$ cat config.mk
export PLATFORM = sky130hd
export DESIGN_NAME = enigma_rotor_permutation_top
export DESIGN_NICKNAME = d
export VERILOG_FILES = /design/src/hdl/erp_pkg.sv /design/src/hdl/enigma_rotor_permutation_top.sv
export VERILOG_INCLUDE_DIRS = /design/src /design/src/hdl
export SDC_FILE = /design/constraint.sdc
export NUM_CORES = 2
export LEC_CHECK = 0
export BUFFER_PORTS_ARGS = -buffer_cell sky130_fd_sc_hd__buf_2
export CAP_MARGIN = 20
export CORE_MARGIN = 3
export CORE_UTILIZATION = 30
export DETAILED_ROUTE_END_ITERATION = 16
export GPL_ROUTABILITY_DRIVEN = 1
export PLACE_DENSITY = 0.52
export SKIP_LAST_GASP = 1
export SLEW_MARGIN = 5
export SYNTH_ARGS = -nofsm -noshare
export SYNTH_HDL_FRONTEND = slang
export SYNTH_SLANG_ARGS = --single-unit
$ cat constraint.sdc
create_clock -name clk -period 4.61 [get_ports clk]
set_clock_uncertainty 0.1 [all_clocks]
set_input_delay 1.1525 -clock clk [delete_from_list [all_inputs] [get_ports clk]]
set_output_delay 1.1525 -clock clk [all_outputs]
set_load 0.01 [all_outputs]
$ cat src/hdl/assert_macros.svh
// Assertion helpers included by the top-level RTL file.
// Each macro expands to one labeled concurrent assertion on clk,
// disabled while rst_n is low.
`ifndef ASSERT_MACROS_SVH
`define ASSERT_MACROS_SVH

// Property holds at every clock edge out of reset.
`define ASSERT_ALWAYS(lbl, prop, msg) \
    lbl: assert property (@(posedge clk) disable iff (!rst_n) (prop)) else $error(msg);

// Antecedent in one cycle implies consequent in the next.
`define ASSERT_NEXT(lbl, ante, cons, msg) \
    lbl: assert property (@(posedge clk) disable iff (!rst_n) (ante) |=> (cons)) \
        else $error(msg);

`endif

$ cat src/hdl/erp_pkg.sv
// ----------------------------------------------------------------------------
// erp_pkg
// Action codes and controller states for the byte-wide rotor.
// ----------------------------------------------------------------------------
`default_nettype none

package erp_pkg;

    typedef enum logic [2:0] {
        ACT_LOAD     = 3'd0,
        ACT_FWD      = 3'd1,
        ACT_BWD      = 3'd2,
        ACT_ROTATE   = 3'd3,
        ACT_SET_NULL = 3'd4,
        ACT_DROP     = 3'd5
    } action_t;

    typedef enum logic [1:0] {
        ST_IDLE,
        ST_FWD,
        ST_SCAN,
        ST_DONE
    } state_t;

endpackage

`default_nettype wire

$ cat src/hdl/enigma_rotor_permutation_top.sv
// ----------------------------------------------------------------------------
// enigma_rotor_permutation_top
// Byte-wide rotor: loadable 256-entry wiring table in a synchronous RAM,
// rotor and null position registers, forward and backward mapping.
//
//   channel | handshake            | payload
//   --------+----------------------+-------------------------------------------
//   in      | in_valid / in_ready  | action, entry_index, symbol_in,
//           |                      | step_distance
//   out     | out_valid/ out_ready | symbol_out, at_null
//
// Load, rotate, set null, drop and unused codes finish in the transfer cycle.
// Forward does one registered read of the wiring RAM and finishes in ST_FWD.
// Backward uses the single RAM read port to scan one entry a cycle from
// index 0 until the first match, or through all 256 entries.
// A result that finds the output register occupied is parked in ST_DONE.
// Reset clears positions and control; the table needs no clearing pass.
// ----------------------------------------------------------------------------
`default_nettype none
`include "assert_macros.svh"

module enigma_rotor_permutation_top
    import erp_pkg::*;
(
    input  wire logic       clk,
    input  wire logic       rst_n,

    input  wire logic       in_valid,
    output logic            in_ready,
    input  wire logic [2:0] action,
    input  wire logic [7:0] entry_index,
    input  wire logic [7:0] symbol_in,
    input  wire logic [7:0] step_distance,

    output logic            out_valid,
    input  wire logic       out_ready,
    output logic [7:0]      symbol_out,
    output logic            at_null
);

    // Wiring table RAM
    logic [7:0] table_mem [256];
    logic       mem_we;
    logic [7:0] mem_raddr;
    logic [7:0] rd_data_reg;

    state_t     state_reg, state_next;
    logic [7:0] pos_reg, pos_next;
    logic [7:0] null_reg, null_next;
    logic [7:0] scan_reg, scan_next;
    logic [7:0] rel_reg;
    logic [7:0] hold_sym_reg;
    logic       hold_null_reg;
    logic       out_valid_reg, out_valid_next;
    logic [7:0] out_sym_reg;
    logic       out_null_reg;

    logic       in_xfer;
    logic [7:0] rel;
    logic       fin;
    logic [7:0] fin_sym;
    logic       fin_null;
    logic       out_free;
    logic       out_load;
    logic       hold_load;
    logic [7:0] out_sym_d;
    logic       out_null_d;

    assign in_xfer  = in_valid && in_ready;
    assign rel      = symbol_in - pos_reg;
    assign out_free = !out_valid_reg || out_ready;

    always_ff @(posedge clk)
    begin
        if (mem_we)
        begin
            table_mem[entry_index] <= symbol_in;
        end
        rd_data_reg <= table_mem[mem_raddr];
    end

    always_comb
    begin
        state_next = state_reg;
        pos_next   = pos_reg;
        null_next  = null_reg;
        scan_next  = scan_reg;
        in_ready   = 1'b0;
        mem_we     = 1'b0;
        mem_raddr  = 8'd0;
        fin        = 1'b0;
        fin_sym    = 8'd0;
        out_load   = 1'b0;
        hold_load  = 1'b0;
        out_sym_d  = hold_sym_reg;
        out_null_d = hold_null_reg;

        case (state_reg)
            ST_IDLE:
            begin
                in_ready = 1'b1;
                if (in_valid)
                begin
                    case (action_t'(action))
                        ACT_LOAD:
                        begin
                            mem_we = 1'b1;
                            fin    = 1'b1;
                        end
                        ACT_FWD:
                        begin
                            mem_raddr  = rel;
                            state_next = ST_FWD;
                        end
                        ACT_BWD:
                        begin
                            mem_raddr  = 8'd0;
                            scan_next  = 8'd0;
                            state_next = ST_SCAN;
                        end
                        ACT_ROTATE:
                        begin
                            pos_next = pos_reg + step_distance;
                            fin      = 1'b1;
                        end
                        ACT_SET_NULL:
                        begin
                            null_next = pos_reg;
                            fin       = 1'b1;
                        end
                        ACT_DROP:
                        begin
                            pos_next  = 8'd0;
                            null_next = 8'd0;
                            fin       = 1'b1;
                        end
                        default:
                        begin
                            fin = 1'b1;
                        end
                    endcase
                end
            end
            ST_FWD:
            begin
                fin     = 1'b1;
                fin_sym = rd_data_reg + pos_reg;
            end
            ST_SCAN:
            begin
                if (rd_data_reg == rel_reg)
                begin
                    fin     = 1'b1;
                    fin_sym = scan_reg + pos_reg;
                end
                else if (scan_reg == 8'hFF)
                begin
                    // no entry holds the value: relative result wraps to 0
                    fin     = 1'b1;
                    fin_sym = pos_reg;
                end
                else
                begin
                    scan_next = scan_reg + 8'd1;
                    mem_raddr = scan_reg + 8'd1;
                end
            end
            ST_DONE:
            begin
                if (out_free)
                begin
                    out_load   = 1'b1;
                    state_next = ST_IDLE;
                end
            end
            default:
            begin
                state_next = ST_IDLE;
            end
        endcase

        fin_null = (pos_next == null_next);
        if (fin)
        begin
            out_sym_d  = fin_sym;
            out_null_d = fin_null;
            if (out_free)
            begin
                out_load   = 1'b1;
                state_next = ST_IDLE;
            end
            else
            begin
                // output still occupied: park the result
                hold_load  = 1'b1;
                state_next = ST_DONE;
            end
        end

        if (out_load)
        begin
            out_valid_next = 1'b1;
        end
        else if (out_ready)
        begin
            out_valid_next = 1'b0;
        end
        else
        begin
            out_valid_next = out_valid_reg;
        end
    end

    always_ff @(posedge clk or negedge rst_n)
    begin
        if (!rst_n)
        begin
            state_reg     <= ST_IDLE;
            pos_reg       <= 8'd0;
            null_reg      <= 8'd0;
            out_valid_reg <= 1'b0;
        end
        else
        begin
            state_reg     <= state_next;
            pos_reg       <= pos_next;
            null_reg      <= null_next;
            out_valid_reg <= out_valid_next;
        end
    end

    always_ff @(posedge clk)
    begin
        scan_reg <= scan_next;
        if (in_xfer)
        begin
            rel_reg <= rel;
        end
        if (hold_load)
        begin
            hold_sym_reg  <= fin_sym;
            hold_null_reg <= fin_null;
        end
        if (out_load)
        begin
            out_sym_reg  <= out_sym_d;
            out_null_reg <= out_null_d;
        end
    end

    assign out_valid  = out_valid_reg;
    assign symbol_out = out_sym_reg;
    assign at_null    = out_null_reg;

    `ASSERT_NEXT(a_scan_step, (state_reg == ST_SCAN) && (state_next == ST_SCAN),
        scan_reg == 8'($past(scan_reg) + 8'd1), "scan index skipped an entry")

    `ASSERT_ALWAYS(a_done_out_busy, (state_reg != ST_DONE) || out_valid_reg,
        "parked result while output register empty")

    `ASSERT_NEXT(a_pos_stable, !in_xfer, $stable(pos_reg) && $stable(null_reg),
        "position changed without an input transfer")

endmodule

`default_nettype wire
### Word-level counts from Yosys, hierarchy flattened

Memory sizes are Yosys's and may differ from the RTL's. A register that Yosys moved wholly into a read port is not among the register bits.
Cells that the tools add are included.

* register bits: 53
* RAM bits: 2048
* input bits: 31
* output and inout port bits: 11
* word-level logic and storage cells: 91
* memories: 1

Memories
* table_mem: depth 256, bits a word 8, read ports 1, clocked after memory_dff 1, wr ports 1, RTL line enigma_rotor_permutation_top.sv:42 `logic [7:0] table_mem [256];`

* $add $sub $neg: 5
* equal/unequal tests: 18
* multiplexer cells: 46
* reduce and logical (&&, ||, !) cells: 11

Operators with widths (count)
* 8-bit two-way mux: 15
* 8-bit one-hot mux with 2 select lines: 5
* 8-bit adder: 3
* 1-bit two-way mux: 19
* 8-bit equality test: 2
* 8-bit by 1-bit adder with 8-bit output, second input constant: 1
* 8-bit equality test, second input constant: 1
* 2-bit two-way mux: 4
* 2-bit != test, second input constant: 4
* 2-bit one-hot mux with 2 select lines: 2
* 8-bit subtractor: 1
* 3-bit by 2-bit equality test with 1-bit output, second input constant: 2
* 3-bit equality test, second input constant: 2
* 3-bit != test, second input constant: 2
* 5-bit AND reduction: 1
* 2-bit equality test, second input constant: 2
* 4-bit != test, second input constant: 1
* 4-bit AND reduction: 1
* 2-bit nonzero test: 2
* 3-bit by 1-bit equality test with 1-bit output, second input constant: 1
* 3-bit zero test: 1
* 1-bit one-hot mux with 3 select lines: 1
* 3-bit nonzero test: 1
* 2-bit by 1-bit equality test with 1-bit output, second input constant: 1
* 5 further kinds: 5

### Logic depth before layout (Yosys ltp)

* depth in word-level cells: 7
* mapped depth: 18
* depth with buffers taken out: 14

### Least setup slack after synthesis

Ideal clock, no wire load.

* path kind: input -> register
* start: input port symbol_in[0]
* end: register rd_data_reg[1] (read register of table_mem)
* library setup time: 0.087 ns
* arrival: 3.799 ns
* data required time: 4.423 ns
* setup slack: 0.623 ns
* stages: 15
* path buffers: 3
* cells stage by stage: inv_1 -> ha_1 -> inv_1 -> fa_1 -> a21oi_1 -> o21bai_1 -> xor2_1 -> a22oi_1 -> buf_2 -> buf_2 -> buf_1 -> o2111ai_1 -> a22oi_1 -> o22ai_1 -> nor4b_2

* longest elaborated chain between the ends: 4

RTL lines
* from (decl): RTL line enigma_rotor_permutation_top.sv:32 `input wire logic [7:0] symbol_in,`
* 8-bit subtractor: RTL line enigma_rotor_permutation_top.sv:70 `assign rel = symbol_in - pos_reg;`
* via rel[4]: RTL line enigma_rotor_permutation_top.sv:59 `logic [7:0] rel;`
* 8-bit two-way mux: RTL line enigma_rotor_permutation_top.sv:104 `case (action_t'(action))`
* 8-bit two-way mux: RTL line enigma_rotor_permutation_top.sv:102 `if (in_valid)`
* 8-bit one-hot mux with 2 select lines: RTL line enigma_rotor_permutation_top.sv:98 `case (state_reg)`
* to (decl): RTL line enigma_rotor_permutation_top.sv:45 `logic [7:0] rd_data_reg;`

The timed path passes the listed nets, and every way through them passes these cells.
A chain may end at the register's enable or synchronous reset.

### Worst setup path in the final report

* start: register pos_reg[1]
* end: register rd_data_reg[6] (read register of table_mem)

* longest elaborated chain between the ends: 4

RTL lines
* from (decl): RTL line enigma_rotor_permutation_top.sv:48 `logic [7:0] pos_reg, pos_next;`
* from (signal assigned): RTL line enigma_rotor_permutation_top.sv:226 `pos_reg <= pos_next;`
* 8-bit subtractor: RTL line enigma_rotor_permutation_top.sv:70
* 8-bit two-way mux: RTL line enigma_rotor_permutation_top.sv:104
* 8-bit two-way mux: RTL line enigma_rotor_permutation_top.sv:102
* 8-bit one-hot mux with 2 select lines: RTL line enigma_rotor_permutation_top.sv:98

No other way between the ends.

==> run metrics <==
Final #Nets between 7000 and 8000; Finished Core Util a little under two fifths; RD Place Congestion 0.922; GRT Resource Usage Total slightly below 20%; DRT antenna net count 0; YS warnings 0; Worst path max stage delay approximately 0.40 ns; total negative slack 0 ns; R2R Path End rd_data_reg[6]$_DFF_P_; minimum clock period between 4 and 5 ns; slew at the pin closest to its max-slew limit 1.10 ns; HPWL after detailed placement roughly 200 mm; CP endpoint kind flop; Die W between 500 and 600 µm; vias in the first global route about 56000; Syn Area/Cell about 14 µm²; Pre-Repair DR Iteration Count 6; Crit Path Category reg2reg; post-synthesis cell count slightly above 6000; Post-synth EDFFs approximately 2100; clk sink count around 2100; GRT overflow 0; WL/cell about 27 µm; share of the synthesized area in the top cell type 73.0%; Vias/cell ~5.3; Core Footprint ~280000 µm²; max reg flops between 2000 and 2500; I/O pins 42; CTS Buffer Depth 4; first-iteration detailed-routing DRC count around 6700; Top reg by flops table_mem; Reg2Reg Setup Slack 0.06 ns; Final Hold Fails 0; clock-pin slew on the worst setup and hold paths approximately 0.070 ns; Arr. time, crit path 5.22 ns; number of CTS-inserted buffers around 230; via count slightly below 60000; first-pass GRT wire length about 420 mm; most frequent cell on the critical path buf_4; # DRC 0; CTS HTree Levels 4; max cap viols 0; IR Drop Worst-Case VDD roughly 430 µV; Setup violations, final 0; Area contributors post-synth edfxtp_1 (73%), nand2_1 (5.2%), a211oi_1 (3.0%); Slew headroom about a quarter; critical path's slowest cell inv_1; clock root buffer master clkbuf_16; Die Y ~540 µm; Final Max Slew Viols 0; Critical Path RT between 5 and 6 ns; final WL about 300 mm; Initial Util between 30% and 40%; HP Class in2async; Worst-Skew Late Latency between 0.9 and 1 ns; Buffers on Ports between 40 and 50; share of cells above drive strength 1 about a fifth; Yosys cell types 86; Buffers & Inverters on Critical Path 4; Mapped Area between 80000 and 90000 µm²; Yosys top cell by area edfxtp_1; Die Footprint ~290000 µm²; pwr/cell area between 500 and 600 nW/µm²; flops & latches, synth between 2000 and 2500; area delta synth->final 23.7%; CP delay by family, top compound AO/OA/AOI/OAI gates; Post-synth ARST share less than 1%; syn_nets 6183; CP Cell Sequence inv_1 > ha_1 > nor2b_1 > o31a_1 > o21ai_1 > a21boi_0 > buf_4 > o31ai_4 > nand2_1 > buf_4 > a31oi_1 > a22oi_1 > buf_4 > o22ai_1 > nor4_1; status complete, no violations; sequential share of the synthesized area between 70 and 80%; largest net degree at the start of global routing between 100 and 150; Max Clock Freq approximately 220 MHz; synth cell count leaders edfxtp_1 (2082), nand2_1 (1178), a211oi_1 (341); top-count cell post-synth edfxtp_1; CTS tree built; RR Startpoint pos_reg[1]$_DFF_PN0_; FP Rows 195; CTS Hold Bufs 0; cells on worst reg2reg path 15; initial antenna violation count 19; CP Launch Type flop; Leak ~37 nW; Top FF cell, synth edfxtp_1; Crit Path Max Fanout 9; final worst path period share 98.6%
[worst max-delay path by stage]
stage	cells after the start	to	slack (ns)	startpoint
5_1_grt	22	rd_data_reg[7]$_DFF_P_	-0.05	state_reg[0]$_DFFE_PN0P_
3_3_place_gp	17	rd_data_reg[4]$_DFF_P_	-1.81	symbol_in[0]
2_1_floorplan	15	rd_data_reg[1]$_DFF_P_	0.62	symbol_in[0]
4_1_cts	21	rd_data_reg[1]$_DFF_P_	-0.04	state_reg[0]$_DFFE_PN0P_
3_5_place_dp	17	rd_data_reg[4]$_DFF_P_	-1.48	symbol_in[0]
6_report	15	rd_data_reg[6]$_DFF_P_	0.06	pos_reg[1]$_DFF_PN0_
[cells in the final DEF (no fill, tap or decap), types with 13 or more instances in the layout]
cell / count
ha_1: 33
xnor2_1: 25
dfrtp_1: 17
mux2i_1: 200
bufinv_16: 13
a21oi_1: 97
nand2_1: 1174
clkinv_2: 39
buf_2: 33
nand3_1: 327
inv_1: 23
a221oi_1: 17
nor2_1: 300
nand4_1: 54
a2111oi_0: 32
o22ai_1: 32
nor4_1: 23
a32oi_1: 108
clkinv_1: 61
a31oi_1: 178
o21ai_0: 38
clkbuf_16: 229
xor2_1: 19
and3_1: 248
o31ai_1: 16
edfxtp_1: 2082
clkbuf_1: 50
a211oi_1: 339
a22oi_1: 29
buf_12: 132
buf_4: 977
a311oi_1: 45
[kinds of logic (layout without fill, tap and decap cells)]
logic type	count (synthesis)	in the layout	share of synthesized area [%]
flip-flops	2109	2109	73.8
AND/OR/NAND/NOR	2210	2210	11.4
adder cells (fa/ha/maj)	37	37	0.576
multiplexers	206	206	2.42
other	0	10	0
AO/OA/AOI/OAI	1050	1050	8.95
XOR/XNOR	44	44	0.450
buffers and inverters	459	1584	2.42
[through the flow]
stage / setup WS, ns / hold slack [ns] / instance area, µm² / instances / power [W]
4_1_cts: -0.0443 / 0.159 / 106000 / 11000 / 0.0612
3_3_place_gp: -1.81 / 0.380 / 98700 / 10600 / 0.0437
5_1_grt: -0.0507 / 0.198 / 106000 / 11000 / 0.0634
2_1_floorplan: 0.623 / 0.364 / 85600 / 6115 / 0.0318
6_report: 0.0635 / 0.194 / 106000 / 11000 / 0.0612
3_5_place_dp: -1.48 / 0.391 / 98700 / 10600 / 0.0438
[report_power, final]
part | switching, W | total (W) | leakage (nW) | internal, W
clock network | 0.00755 | 0.0173 | 3.38 | 0.00979
logic | 0.0137 | 0.0222 | 14.8 | 0.00853
registers | 0.000304 | 0.0217 | 19.0 | 0.0214
total | 0.0215 | 0.0612 | 37.2 | 0.0397
[layer usage]
layer / share of wire (%) / vias to the layer above / track usage, %
li1: - / 25400 / -
met1: 43 / 29800 / 27.7
met2: 45 / 2576 / 30.1
met3: 9.2 / 387 / 4.45
met4: 3.1 / 2 / 5.96
met5: 0.0044 / - / 0
[final cells by class]
| type | instances | area [µm²] |
|---|---|---|
| well taps | 3743 | 4680 |
| inverters | 27 | 109 |
| flip-flops and latches | 2109 | 63200 |
| repair buffers | 1151 | 10300 |
| clock inverters | 127 | 1020 |
| clock buffers | 279 | 5920 |
| multi-input cells | 3547 | 20700 |
| fillers | 26900 | 177000 |
| diodes | 10 | 25.0 |
[what timing repair did]
item,CTS,global route
gates resized for setup,11,29
endpoints found under the setup margin,8,8
buffers inserted,7,2
pin swaps,2,3
No activity file was read; power rests on OpenSTA's default activity.
